===== src/rtl/dvfs_level_lock_arbiter_assert.svh =====
// Assertion macros for the level-lock arbiter.
// Empty bodies when SYNTHESIS is defined; uses clk and rst_n of the including module.
`ifndef DVFS_LEVEL_LOCK_ARBITER_ASSERT_SVH
`define DVFS_LEVEL_LOCK_ARBITER_ASSERT_SVH
`ifndef SYNTHESIS
// same-cycle implication
`define DLLA_ASSERT_IMP(lbl, ante, cons) \
    lbl: assert property (@(posedge clk) disable iff (!rst_n) (ante) |-> (cons)) \
        else $error("dvfs_level_lock_arbiter: same-cycle check failed");
// next-cycle implication
`define DLLA_ASSERT_NXT(lbl, ante, cons) \
    lbl: assert property (@(posedge clk) disable iff (!rst_n) (ante) |=> (cons)) \
        else $error("dvfs_level_lock_arbiter: next-cycle check failed");
`else
`define DLLA_ASSERT_IMP(lbl, ante, cons)
`define DLLA_ASSERT_NXT(lbl, ante, cons)
`endif
`endif


===== src/rtl/dlla_pkg.sv =====
// Shared types, constants and vote functions for the level-lock arbiter.
// No dependencies.
package dlla_pkg;

    localparam int LOCK_SLOTS_DEF  = 4;
    localparam int LEVEL_NUM_DEF   = 16;
    localparam int LEVEL_W         = 4;
    localparam int VOTE_W          = 5;
    localparam int SLOT_W          = 2;
    localparam int CFG_IDX_W       = 2;

    typedef logic [LEVEL_W-1:0]        level_t;
    typedef logic signed [VOTE_W-1:0]  vote_t;
    typedef logic [SLOT_W-1:0]         slot_t;
    typedef logic [CFG_IDX_W-1:0]      cfg_idx_t;

    localparam vote_t VOTE_UNSET = -5'sd1;

    localparam cfg_idx_t CFG_SLOWEST = 2'd0;
    localparam cfg_idx_t CFG_FASTEST = 2'd1;

    typedef struct packed {
        vote_t vmin;
        vote_t vmax;
    } entry_t;

    localparam entry_t ENTRY_UNSET = '{vmin: VOTE_UNSET, vmax: VOTE_UNSET};

    typedef struct packed {
        level_t slowest;
        level_t fastest;
    } limits_t;

    typedef enum logic [1:0] {
        ST_IDLE,
        ST_MOD,
        ST_SWEEP,
        ST_CLAMP
    } state_t;

    function automatic logic vote_reject(vote_t vmin, vote_t vmax);
        return !vmin[VOTE_W-1] && !vmax[VOTE_W-1] && (vmin < vmax);
    endfunction

    function automatic entry_t update_entry(entry_t cur, vote_t vmin, vote_t vmax,
                                            level_t slowest, level_t fastest);
        vote_t s_v;
        vote_t f_v;
        vote_t cmin;
        vote_t cmax;
        entry_t nxt;
        s_v  = vote_t'({1'b0, slowest});
        f_v  = vote_t'({1'b0, fastest});
        cmin = cur.vmin;
        cmax = cur.vmax;
        if (!vmin[VOTE_W-1])
        begin
            cmin = (vmin < s_v) ? vmin : s_v;
            if (cmax > vmin)
                cmax = VOTE_UNSET;
        end
        if (!vmax[VOTE_W-1])
        begin
            cmax = (vmax > f_v) ? vmax : f_v;
            if (cmin < vmax)
                cmin = VOTE_UNSET;
        end
        if (cmin == s_v)
            cmin = VOTE_UNSET;
        if (cmax == f_v)
            cmax = VOTE_UNSET;
        nxt.vmin = cmin;
        nxt.vmax = cmax;
        return nxt;
    endfunction

    function automatic limits_t sweep_step(limits_t acc, entry_t e);
        limits_t nxt;
        nxt = acc;
        if (!e.vmin[VOTE_W-1])
        begin
            if (e.vmin[LEVEL_W-1:0] < nxt.slowest)
                nxt.slowest = e.vmin[LEVEL_W-1:0];
            if (nxt.slowest < nxt.fastest)
                nxt.fastest = nxt.slowest;
        end
        if (!e.vmax[VOTE_W-1])
        begin
            if (e.vmax[LEVEL_W-1:0] > nxt.fastest)
                nxt.fastest = e.vmax[LEVEL_W-1:0];
            if (nxt.fastest > nxt.slowest)
                nxt.slowest = nxt.fastest;
        end
        return nxt;
    endfunction

    function automatic level_t clamp_level(level_t lvl, limits_t lim);
        level_t t;
        t = (lvl < lim.fastest) ? lim.fastest : lvl;
        t = (t > lim.slowest) ? lim.slowest : t;
        return t;
    endfunction

endpackage


===== src/rtl/dlla_req_if.sv =====
// Request channel: slot, votes and current level.
// Depends on dlla_pkg.
interface dlla_req_if;
    logic                 valid;
    logic                 ready;
    dlla_pkg::slot_t      slot;
    dlla_pkg::vote_t      vote_min;
    dlla_pkg::vote_t      vote_max;
    dlla_pkg::level_t     current_level;

    modport source (output valid, output slot, output vote_min, output vote_max,
                    output current_level, input ready);
    modport sink   (input valid, input slot, input vote_min, input vote_max,
                    input current_level, output ready);
endinterface


===== src/rtl/dlla_rsp_if.sv =====
// Result channel: reject flag, effective limits and target level.
// Depends on dlla_pkg.
interface dlla_rsp_if;
    logic                 valid;
    logic                 ready;
    logic                 rejected;
    dlla_pkg::level_t     limit_slowest;
    dlla_pkg::level_t     limit_fastest;
    dlla_pkg::level_t     target_level;

    modport source (output valid, output rejected, output limit_slowest,
                    output limit_fastest, output target_level, input ready);
    modport sink   (input valid, input rejected, input limit_slowest,
                    input limit_fastest, input target_level, output ready);
endinterface


===== src/rtl/dlla_cfg_if.sv =====
// Configuration write channel: register index and write data.
// Depends on dlla_pkg.
interface dlla_cfg_if;
    logic                 valid;
    logic                 ready;
    dlla_pkg::cfg_idx_t   index;
    dlla_pkg::level_t     data;

    modport source (output valid, output index, output data, input ready);
    modport sink   (input valid, input index, input data, output ready);
endinterface


===== src/rtl/dvfs_level_lock_arbiter.sv =====
// Level-lock arbiter top level; uses dlla_pkg, the channel interfaces and the assert header.
// A request item passes through MOD, SWEEP and CLAMP to the output register; a rejected
// item skips SWEEP. No new item is taken until the previous one leaves CLAMP, and the
// single-read slot memory sweep visits every slot in turn.
// A new item is taken while the previous result waits in the output register.
// Reset: bounds and limits to their defaults, all slots unset through per-slot valid flops.
`include "dvfs_level_lock_arbiter_assert.svh"

module dvfs_level_lock_arbiter #(
    parameter int LOCK_SLOTS = dlla_pkg::LOCK_SLOTS_DEF,
    parameter int LEVEL_NUM  = dlla_pkg::LEVEL_NUM_DEF
) (
    input  logic         clk,
    input  logic         rst_n,
    dlla_req_if.sink     req,
    dlla_rsp_if.source   rsp,
    dlla_cfg_if.sink     cfg
);

    localparam int ADDR_W = (LOCK_SLOTS > 1) ? $clog2(LOCK_SLOTS) : 1;
    localparam int CNT_W  = $clog2(LOCK_SLOTS + 1);
    localparam logic [CNT_W-1:0] SLOT_END = CNT_W'(LOCK_SLOTS);
    localparam dlla_pkg::level_t SLOWEST_RST =
        dlla_pkg::level_t'((LEVEL_NUM - 1) % (2 ** dlla_pkg::LEVEL_W));
    localparam dlla_pkg::level_t FASTEST_RST = '0;

    dlla_pkg::state_t  state_reg, state_next;

    dlla_pkg::level_t  slowest_level_reg, fastest_level_reg;
    dlla_pkg::limits_t eff_reg, eff_next;
    dlla_pkg::limits_t acc_reg, acc_next;

    logic [ADDR_W-1:0] addr_reg, addr_next;
    logic              in_range_reg, in_range_next;
    dlla_pkg::vote_t   vote_min_reg, vote_min_next;
    dlla_pkg::vote_t   vote_max_reg, vote_max_next;
    dlla_pkg::level_t  level_reg, level_next;
    logic              rej_reg, rej_next;

    logic [CNT_W-1:0]  issue_cnt_reg, issue_cnt_next;
    logic              pend_reg, pend_next;

    logic              rsp_valid_reg, rsp_valid_next;
    logic              out_rejected_reg, out_rejected_next;
    dlla_pkg::limits_t out_lim_reg, out_lim_next;
    dlla_pkg::level_t  out_target_reg, out_target_next;

    dlla_pkg::entry_t  mem [LOCK_SLOTS];
    logic [LOCK_SLOTS-1:0] entry_valid_reg;
    dlla_pkg::entry_t  rd_data_reg;
    logic              rd_hit_reg;
    logic              mem_we, mem_re;
    logic [ADDR_W-1:0] rd_addr;
    dlla_pkg::entry_t  wr_data;
    dlla_pkg::entry_t  rd_entry;

    logic [31:0]       slot_wide;
    logic              req_reject;
    logic              sweep_done;
    logic              out_free;
    dlla_pkg::limits_t step_lim;

    logic              upd_write_ok;
    logic              lim_ordered;
    logic              target_ok;

    assign slot_wide  = 32'(req.slot);
    assign req_reject = dlla_pkg::vote_reject(vote_min_reg, vote_max_reg);
    assign rd_entry   = rd_hit_reg ? rd_data_reg : dlla_pkg::ENTRY_UNSET;
    assign step_lim   = dlla_pkg::sweep_step(acc_reg, rd_entry);
    assign sweep_done = (state_reg == dlla_pkg::ST_SWEEP) && (issue_cnt_reg == SLOT_END)
                        && pend_reg;
    assign out_free   = !rsp_valid_reg || rsp.ready;
    assign wr_data    = dlla_pkg::update_entry(rd_entry, vote_min_reg, vote_max_reg,
                                               slowest_level_reg, fastest_level_reg);

    assign req.ready         = (state_reg == dlla_pkg::ST_IDLE);
    assign cfg.ready         = 1'b1;
    assign rsp.valid         = rsp_valid_reg;
    assign rsp.rejected      = out_rejected_reg;
    assign rsp.limit_slowest = out_lim_reg.slowest;
    assign rsp.limit_fastest = out_lim_reg.fastest;
    assign rsp.target_level  = out_target_reg;

    assign upd_write_ok = (state_reg == dlla_pkg::ST_MOD) && in_range_reg && !req_reject;
    assign lim_ordered  = rsp.valid && (rsp.limit_fastest <= rsp.limit_slowest);
    assign target_ok    = (rsp.target_level >= rsp.limit_fastest)
                          && (rsp.target_level <= rsp.limit_slowest);

    // slot memory, one read and one write port
    always_ff @(posedge clk)
    begin
        if (mem_we)
            mem[addr_reg] <= wr_data;
        if (mem_re)
        begin
            rd_data_reg <= mem[rd_addr];
            rd_hit_reg  <= entry_valid_reg[rd_addr];
        end
    end

    always_ff @(posedge clk or negedge rst_n)
    begin
        if (!rst_n)
            entry_valid_reg <= '0;
        else if (mem_we)
            entry_valid_reg[addr_reg] <= 1'b1;
    end

    always_ff @(posedge clk or negedge rst_n)
    begin
        if (!rst_n)
        begin
            slowest_level_reg <= SLOWEST_RST;
            fastest_level_reg <= FASTEST_RST;
        end
        else if (cfg.valid)
        begin
            case (cfg.index)
                dlla_pkg::CFG_SLOWEST: slowest_level_reg <= cfg.data;
                dlla_pkg::CFG_FASTEST: fastest_level_reg <= cfg.data;
                default: ;
            endcase
        end
    end

    always_ff @(posedge clk or negedge rst_n)
    begin
        if (!rst_n)
        begin
            state_reg     <= dlla_pkg::ST_IDLE;
            eff_reg       <= '{slowest: SLOWEST_RST, fastest: FASTEST_RST};
            rsp_valid_reg <= 1'b0;
            issue_cnt_reg <= '0;
            pend_reg      <= 1'b0;
        end
        else
        begin
            state_reg     <= state_next;
            eff_reg       <= eff_next;
            rsp_valid_reg <= rsp_valid_next;
            issue_cnt_reg <= issue_cnt_next;
            pend_reg      <= pend_next;
        end
    end

    always_ff @(posedge clk)
    begin
        acc_reg          <= acc_next;
        addr_reg         <= addr_next;
        in_range_reg     <= in_range_next;
        vote_min_reg     <= vote_min_next;
        vote_max_reg     <= vote_max_next;
        level_reg        <= level_next;
        rej_reg          <= rej_next;
        out_rejected_reg <= out_rejected_next;
        out_lim_reg      <= out_lim_next;
        out_target_reg   <= out_target_next;
    end

    always_comb
    begin
        state_next = state_reg;
        case (state_reg)
            dlla_pkg::ST_IDLE:
                if (req.valid)
                    state_next = dlla_pkg::ST_MOD;
            dlla_pkg::ST_MOD:
                state_next = req_reject ? dlla_pkg::ST_CLAMP : dlla_pkg::ST_SWEEP;
            dlla_pkg::ST_SWEEP:
                if (sweep_done)
                    state_next = dlla_pkg::ST_CLAMP;
            dlla_pkg::ST_CLAMP:
                if (out_free)
                    state_next = dlla_pkg::ST_IDLE;
            default:
                state_next = dlla_pkg::ST_IDLE;
        endcase
    end

    always_comb
    begin
        eff_next          = eff_reg;
        acc_next          = acc_reg;
        addr_next         = addr_reg;
        in_range_next     = in_range_reg;
        vote_min_next     = vote_min_reg;
        vote_max_next     = vote_max_reg;
        level_next        = level_reg;
        rej_next          = rej_reg;
        issue_cnt_next    = issue_cnt_reg;
        pend_next         = 1'b0;
        rsp_valid_next    = rsp_valid_reg && !rsp.ready;
        out_rejected_next = out_rejected_reg;
        out_lim_next      = out_lim_reg;
        out_target_next   = out_target_reg;
        mem_we            = 1'b0;
        mem_re            = 1'b0;
        rd_addr           = issue_cnt_reg[ADDR_W-1:0];
        case (state_reg)
            dlla_pkg::ST_IDLE:
            begin
                if (req.valid)
                begin
                    addr_next     = slot_wide[ADDR_W-1:0];
                    in_range_next = slot_wide < 32'(LOCK_SLOTS);
                    vote_min_next = req.vote_min;
                    vote_max_next = req.vote_max;
                    level_next    = req.current_level;
                    mem_re        = 1'b1;
                    rd_addr       = slot_wide[ADDR_W-1:0];
                end
            end
            dlla_pkg::ST_MOD:
            begin
                rej_next       = req_reject;
                mem_we         = !req_reject && in_range_reg;
                issue_cnt_next = '0;
                acc_next       = '{slowest: slowest_level_reg, fastest: fastest_level_reg};
            end
            dlla_pkg::ST_SWEEP:
            begin
                if (issue_cnt_reg != SLOT_END)
                begin
                    mem_re         = 1'b1;
                    issue_cnt_next = issue_cnt_reg + CNT_W'(1);
                    pend_next      = 1'b1;
                end
                if (pend_reg)
                    acc_next = step_lim;
                if (sweep_done)
                    eff_next = step_lim;
            end
            dlla_pkg::ST_CLAMP:
            begin
                if (out_free)
                begin
                    rsp_valid_next    = 1'b1;
                    out_rejected_next = rej_reg;
                    out_lim_next      = eff_reg;
                    out_target_next   = dlla_pkg::clamp_level(level_reg, eff_reg);
                end
            end
            default: ;
        endcase
    end

    `DLLA_ASSERT_IMP(a_busy_not_ready, state_reg != dlla_pkg::ST_IDLE, !req.ready)
    `DLLA_ASSERT_IMP(a_write_only_on_update, mem_we, upd_write_ok)
    `DLLA_ASSERT_NXT(a_sweep_to_clamp, sweep_done, state_reg == dlla_pkg::ST_CLAMP)
    `DLLA_ASSERT_IMP(a_target_in_limits, lim_ordered, target_ok)

endmodule

===== src/flat_wrapper.sv =====
// flat-port wrapper written by rule: the top's interface ports become plain ports
module dvfs_level_lock_arbiter_flat 
#(
    parameter int LOCK_SLOTS = dlla_pkg::LOCK_SLOTS_DEF,
    parameter int LEVEL_NUM  = dlla_pkg::LEVEL_NUM_DEF
)
  (clk, rst_n, req_valid, req_slot, req_vote_min, req_vote_max, req_current_level, req_ready, rsp_valid, rsp_rejected, rsp_limit_slowest, rsp_limit_fastest, rsp_target_level, rsp_ready, cfg_valid, cfg_index, cfg_data, cfg_ready);
  dlla_req_if req_i ();
  dlla_rsp_if rsp_i ();
  dlla_cfg_if cfg_i ();
  input  logic clk;
  input  logic rst_n;
  input wire logic [$bits(req_i.valid)-1:0] req_valid;
  input wire logic [$bits(req_i.slot)-1:0] req_slot;
  input wire logic [$bits(req_i.vote_min)-1:0] req_vote_min;
  input wire logic [$bits(req_i.vote_max)-1:0] req_vote_max;
  input wire logic [$bits(req_i.current_level)-1:0] req_current_level;
  output wire logic [$bits(req_i.ready)-1:0] req_ready;
  output wire logic [$bits(rsp_i.valid)-1:0] rsp_valid;
  output wire logic [$bits(rsp_i.rejected)-1:0] rsp_rejected;
  output wire logic [$bits(rsp_i.limit_slowest)-1:0] rsp_limit_slowest;
  output wire logic [$bits(rsp_i.limit_fastest)-1:0] rsp_limit_fastest;
  output wire logic [$bits(rsp_i.target_level)-1:0] rsp_target_level;
  input wire logic [$bits(rsp_i.ready)-1:0] rsp_ready;
  input wire logic [$bits(cfg_i.valid)-1:0] cfg_valid;
  input wire logic [$bits(cfg_i.index)-1:0] cfg_index;
  input wire logic [$bits(cfg_i.data)-1:0] cfg_data;
  output wire logic [$bits(cfg_i.ready)-1:0] cfg_ready;
  assign req_i.valid = req_valid;
  assign req_i.slot = req_slot;
  assign req_i.vote_min = req_vote_min;
  assign req_i.vote_max = req_vote_max;
  assign req_i.current_level = req_current_level;
  assign req_ready = req_i.ready;
  assign rsp_valid = rsp_i.valid;
  assign rsp_rejected = rsp_i.rejected;
  assign rsp_limit_slowest = rsp_i.limit_slowest;
  assign rsp_limit_fastest = rsp_i.limit_fastest;
  assign rsp_target_level = rsp_i.target_level;
  assign rsp_i.ready = rsp_ready;
  assign cfg_i.valid = cfg_valid;
  assign cfg_i.index = cfg_index;
  assign cfg_i.data = cfg_data;
  assign cfg_ready = cfg_i.ready;
  dvfs_level_lock_arbiter #(.LOCK_SLOTS(LOCK_SLOTS), .LEVEL_NUM(LEVEL_NUM)) u_core (.clk(clk), .rst_n(rst_n), .req(req_i), .rsp(rsp_i), .cfg(cfg_i));
endmodule

===== config.mk =====
export PLATFORM = sky130hd
export DESIGN_NAME = dvfs_level_lock_arbiter_flat
export DESIGN_NICKNAME = d
export VERILOG_FILES = /design/src/rtl/dlla_pkg.sv /design/src/rtl/dlla_req_if.sv /design/src/rtl/dlla_rsp_if.sv /design/src/rtl/dlla_cfg_if.sv /design/src/rtl/dvfs_level_lock_arbiter.sv /design/src/flat_wrapper.sv
export VERILOG_INCLUDE_DIRS = /design/src /design/src/rtl
export SDC_FILE = /design/constraint.sdc
export NUM_CORES = 1
export LEC_CHECK = 0
export ABC_AREA = 1
export CAP_MARGIN = 30
export CORE_UTILIZATION = 52
export CTS_CLUSTER_DIAMETER = 100
export DETAILED_ROUTE_END_ITERATION = 7
export DONT_BUFFER_PORTS = 1
export PLACE_DENSITY = 0.71
export SETUP_SLACK_MARGIN = 0.05
export SYNTH_ARGS = -nofsm -noshare
export SYNTH_HDL_FRONTEND = slang
export SYNTH_SLANG_ARGS = --single-unit

===== constraint.sdc =====
create_clock -name clk -period 4.1 [get_ports clk]
set_input_delay 0.41 -clock clk [delete_from_list [all_inputs] [get_ports clk]]
set_output_delay 0.41 -clock clk [all_outputs]
set_load 0.005 [all_outputs]

==> impl_metrics.env <==
export IMPL_crit_family="simple AND/OR/NAND/NOR gates"
export IMPL_worst_path_buf_inv=6
export IMPL_syn_avg_cell_area_um2=9.43
export IMPL_synth_compound_area_share_pct=9.32
export IMPL_postRouteAntennaNets=0
export IMPL_required_ps=4270
export IMPL_synth_distinct_cells=36
export IMPL_yosys_area_share_simple_pct=19.8
export IMPL_ys_ff_latch=116
export IMPL_rows=39
export IMPL_grt_max_degree=28
export IMPL_ios=43
export IMPL_hpwl_mm=10.8
export IMPL_status="finished with violations"
export IMPL_min_path_type="in -> reg"
export IMPL_whs_ps=85.7
export IMPL_synth_enable_flop_cells=89
export IMPL_worstSetupStartpoint="u_core.rd_hit_reg"
export IMPL_fin_crit_sh_pct=106
export IMPL_layout_drive_gt1_share_pct=22.8
export IMPL_fmax_ghz=0.231
export IMPL_hold_viol_final=0
export IMPL_fin_crit_ps=4330
export IMPL_grt_usage_pct=25.5
export IMPL_synthArstFlopShare_pct=23.3
export IMPL_antennaDiodeCount=0
export IMPL_htreeDepth=4
export IMPL_r2r_worst_path_cells=32
export IMPL_yosys_warnings=0
export IMPL_cts_tree="yes"
export IMPL_die_area_um2=12500
export IMPL_drv_cap=0
export IMPL_synthAdderAreaFrac_pct=10.2
export IMPL_fin_ws_ps=-233
export IMPL_routed_wirelength_mm=15.1
export IMPL_nets=806
export IMPL_failed_checks="DRC, setup timing"
export IMPL_synth_xor_area_share_pct=0.700
export IMPL_detail_route_wl_per_cell_um=17.1
export IMPL_syn_to_final_growth_pct=24.1
export IMPL_initial_core_util_pct=54.1
export IMPL_vias=4848
export IMPL_ctsLongestPathBuffers=2
export IMPL_clock_latency_ps=420
export IMPL_grt_pass1_vias=4858
export IMPL_synthesis_instances=663
export IMPL_relSlewSlack_pct=33.9
export IMPL_crit_type="reg -> reg"
export IMPL_critPathLaunchType="flop"
export IMPL_core_um2=11600
export IMPL_vias_per_cell=5.48
export IMPL_yosysSeqAreaShare_pct=53.7
export IMPL_tightest_slew_ps=988
export IMPL_cp_max_fo=5
export IMPL_timing_rr_start="u_core.rd_hit_reg"
export IMPL_synth_top_family_by_area="simple AND/OR/NAND/NOR gates"
export IMPL_synth_ff_type="edfxtp_1"
export IMPL_slew_violations=0
export IMPL_synthesis_area_um2=6250
export IMPL_crit_slowest_cell="edfxtp_1"
export IMPL_drc=5
export IMPL_grt_ovfl_total=0
export IMPL_critPathCapture="u_core.acc_reg[6]"
export IMPL_die_x_um=112
export IMPL_finClkSkew_ps=20.9
export IMPL_grt_antenna_before_repair=0
export IMPL_synth_net_count=741
export IMPL_grt_pass1_wl_mm=24.0
export IMPL_cts_root_buf="clkbuf_16"
export IMPL_setup_viol=8
export IMPL_critical_path_arrival_ps=4500
export IMPL_synth_mux_area_share_pct=0
export IMPL_worst_path_largest_cell_delay_ps=360
export IMPL_first_pass_iters=7
export IMPL_place_congestion=0.898
export IMPL_path_clk_slew_ps=60
export IMPL_largest_register_ffs=40
export IMPL_cp_end_kind="flop"
export IMPL_drt_iter0_markers=375
export IMPL_rsz0062_at_grt="true"
export IMPL_r2r_end="u_core.acc_reg[6]"
export IMPL_die_height_um=112
export IMPL_rrSetupSlack_ps=-230
export IMPL_cp_depth=32
export IMPL_cts_buffers=17
export IMPL_io_buffers=0
export IMPL_clock_sinks=116
export IMPL_cp_common_cell="nand2_4"
## repair_timing
| action | CTS | global route |
|---|---|---|
| setup endpoints to repair | 8 | 8 |
| setup buffers | 8 | 8 |
| pin swaps | 18 | 34 |
| cloned | 0 | 0 |
| gates resized for setup | 18 | 47 |
| hold buffers | 2 | 0 |
| hold endpoints to repair | 27 | 0 |
## cell usage after synthesis (5+ instances only)
library cell	number	area (um^2)
o211ai_1	5	37.5
inv_1	86	323
nand4_1	5	31.3
nand2_1	178	668
xor2_1	5	43.8
a21oi_1	29	145
o21ai_0	29	145
dfrtp_1	19	475
nand2_2	6	37.5
clkbuf_1	8	30.0
ha_1	51	638
nand3_1	44	220
o21ai_1	22	110
dfstp_2	8	210
nor2_1	35	131
a32oi_1	11	96.3
edfxtp_1	89	2670
## cells by family after synthesis
group,count (synthesis)
XOR/XNOR,5
AND/OR/NAND/NOR,286
flip-flops,116
buffers and inverters,102
adder cells (fa/ha/maj),51
other,1
AO/OA/AOI/OAI,102
## worst min path at each step
stage	start	end	slack (ps)	cells past startpoint
after floorplan	rst_n	u_core.eff_reg[0]	110	0
after global placement	rst_n	u_core.eff_reg[1]	120	0
after detailed placement	rst_n	u_core.eff_reg[1]	120	0
after CTS	req_current_level[2]	u_core.level_reg[2]	80	0
after global routing	req_current_level[3]	u_core.level_reg[3]	70	0
final	req_current_level[3]	u_core.level_reg[3]	90	0
## through the flow
stage / util, % / setup WS (ps) / area, um^2 / instances / TNS [ps]
after global routing: 67.1 / -477 / 7760 / 884 / -3570
after detailed placement: 58.3 / -355 / 6740 / 834 / -2310
final: 67.1 / -233 / 7760 / 884 / -1530
after floorplan: - / -77.0 / 6320 / 663 / -219
after CTS: 64.7 / -118 / 7490 / 876 / -615
after global placement: 58.2 / -126 / 6730 / 832 / -549
## area by class of cell
cell class                      instances  area [um^2]
Clock buffer                           25          527
Tap cell                              143          179
Timing Repair Buffer                   56          443
Multi-Input combinational cell        445         2860
Inverter                               92          354
Fill cell                             860         3800
Clock inverter                          7         42.5
Sequential cell                       116         3360
## routing by layer
layer,global-route usage (%),share of wire (%),vias up
met2,44.2,51,131
met5,0,0,-
li1,-,-,2373
met4,10.5,1.8,0
met3,6.31,4.3,19
met1,30.4,43,2325
## placed cells by master (no fill, tap or decap), drive strengths merged, types with 2 or more instances in the layout
cell type,count
nor3,2
o21ai,51
ha,51
xor2,5
o211ai,5
dfstp,8
nand3b,2
clkinv,7
inv,91
clkbuf,25
a21oi,29
nand3,50
or2,4
a32oi,11
nand4,5
buf,55
nor2,38
edfxtp,89
nand2,184
dfrtp,19
Power is not shown: default switching activity piles up to over one toggle a cycle in this logic, so the estimate is an artifact.
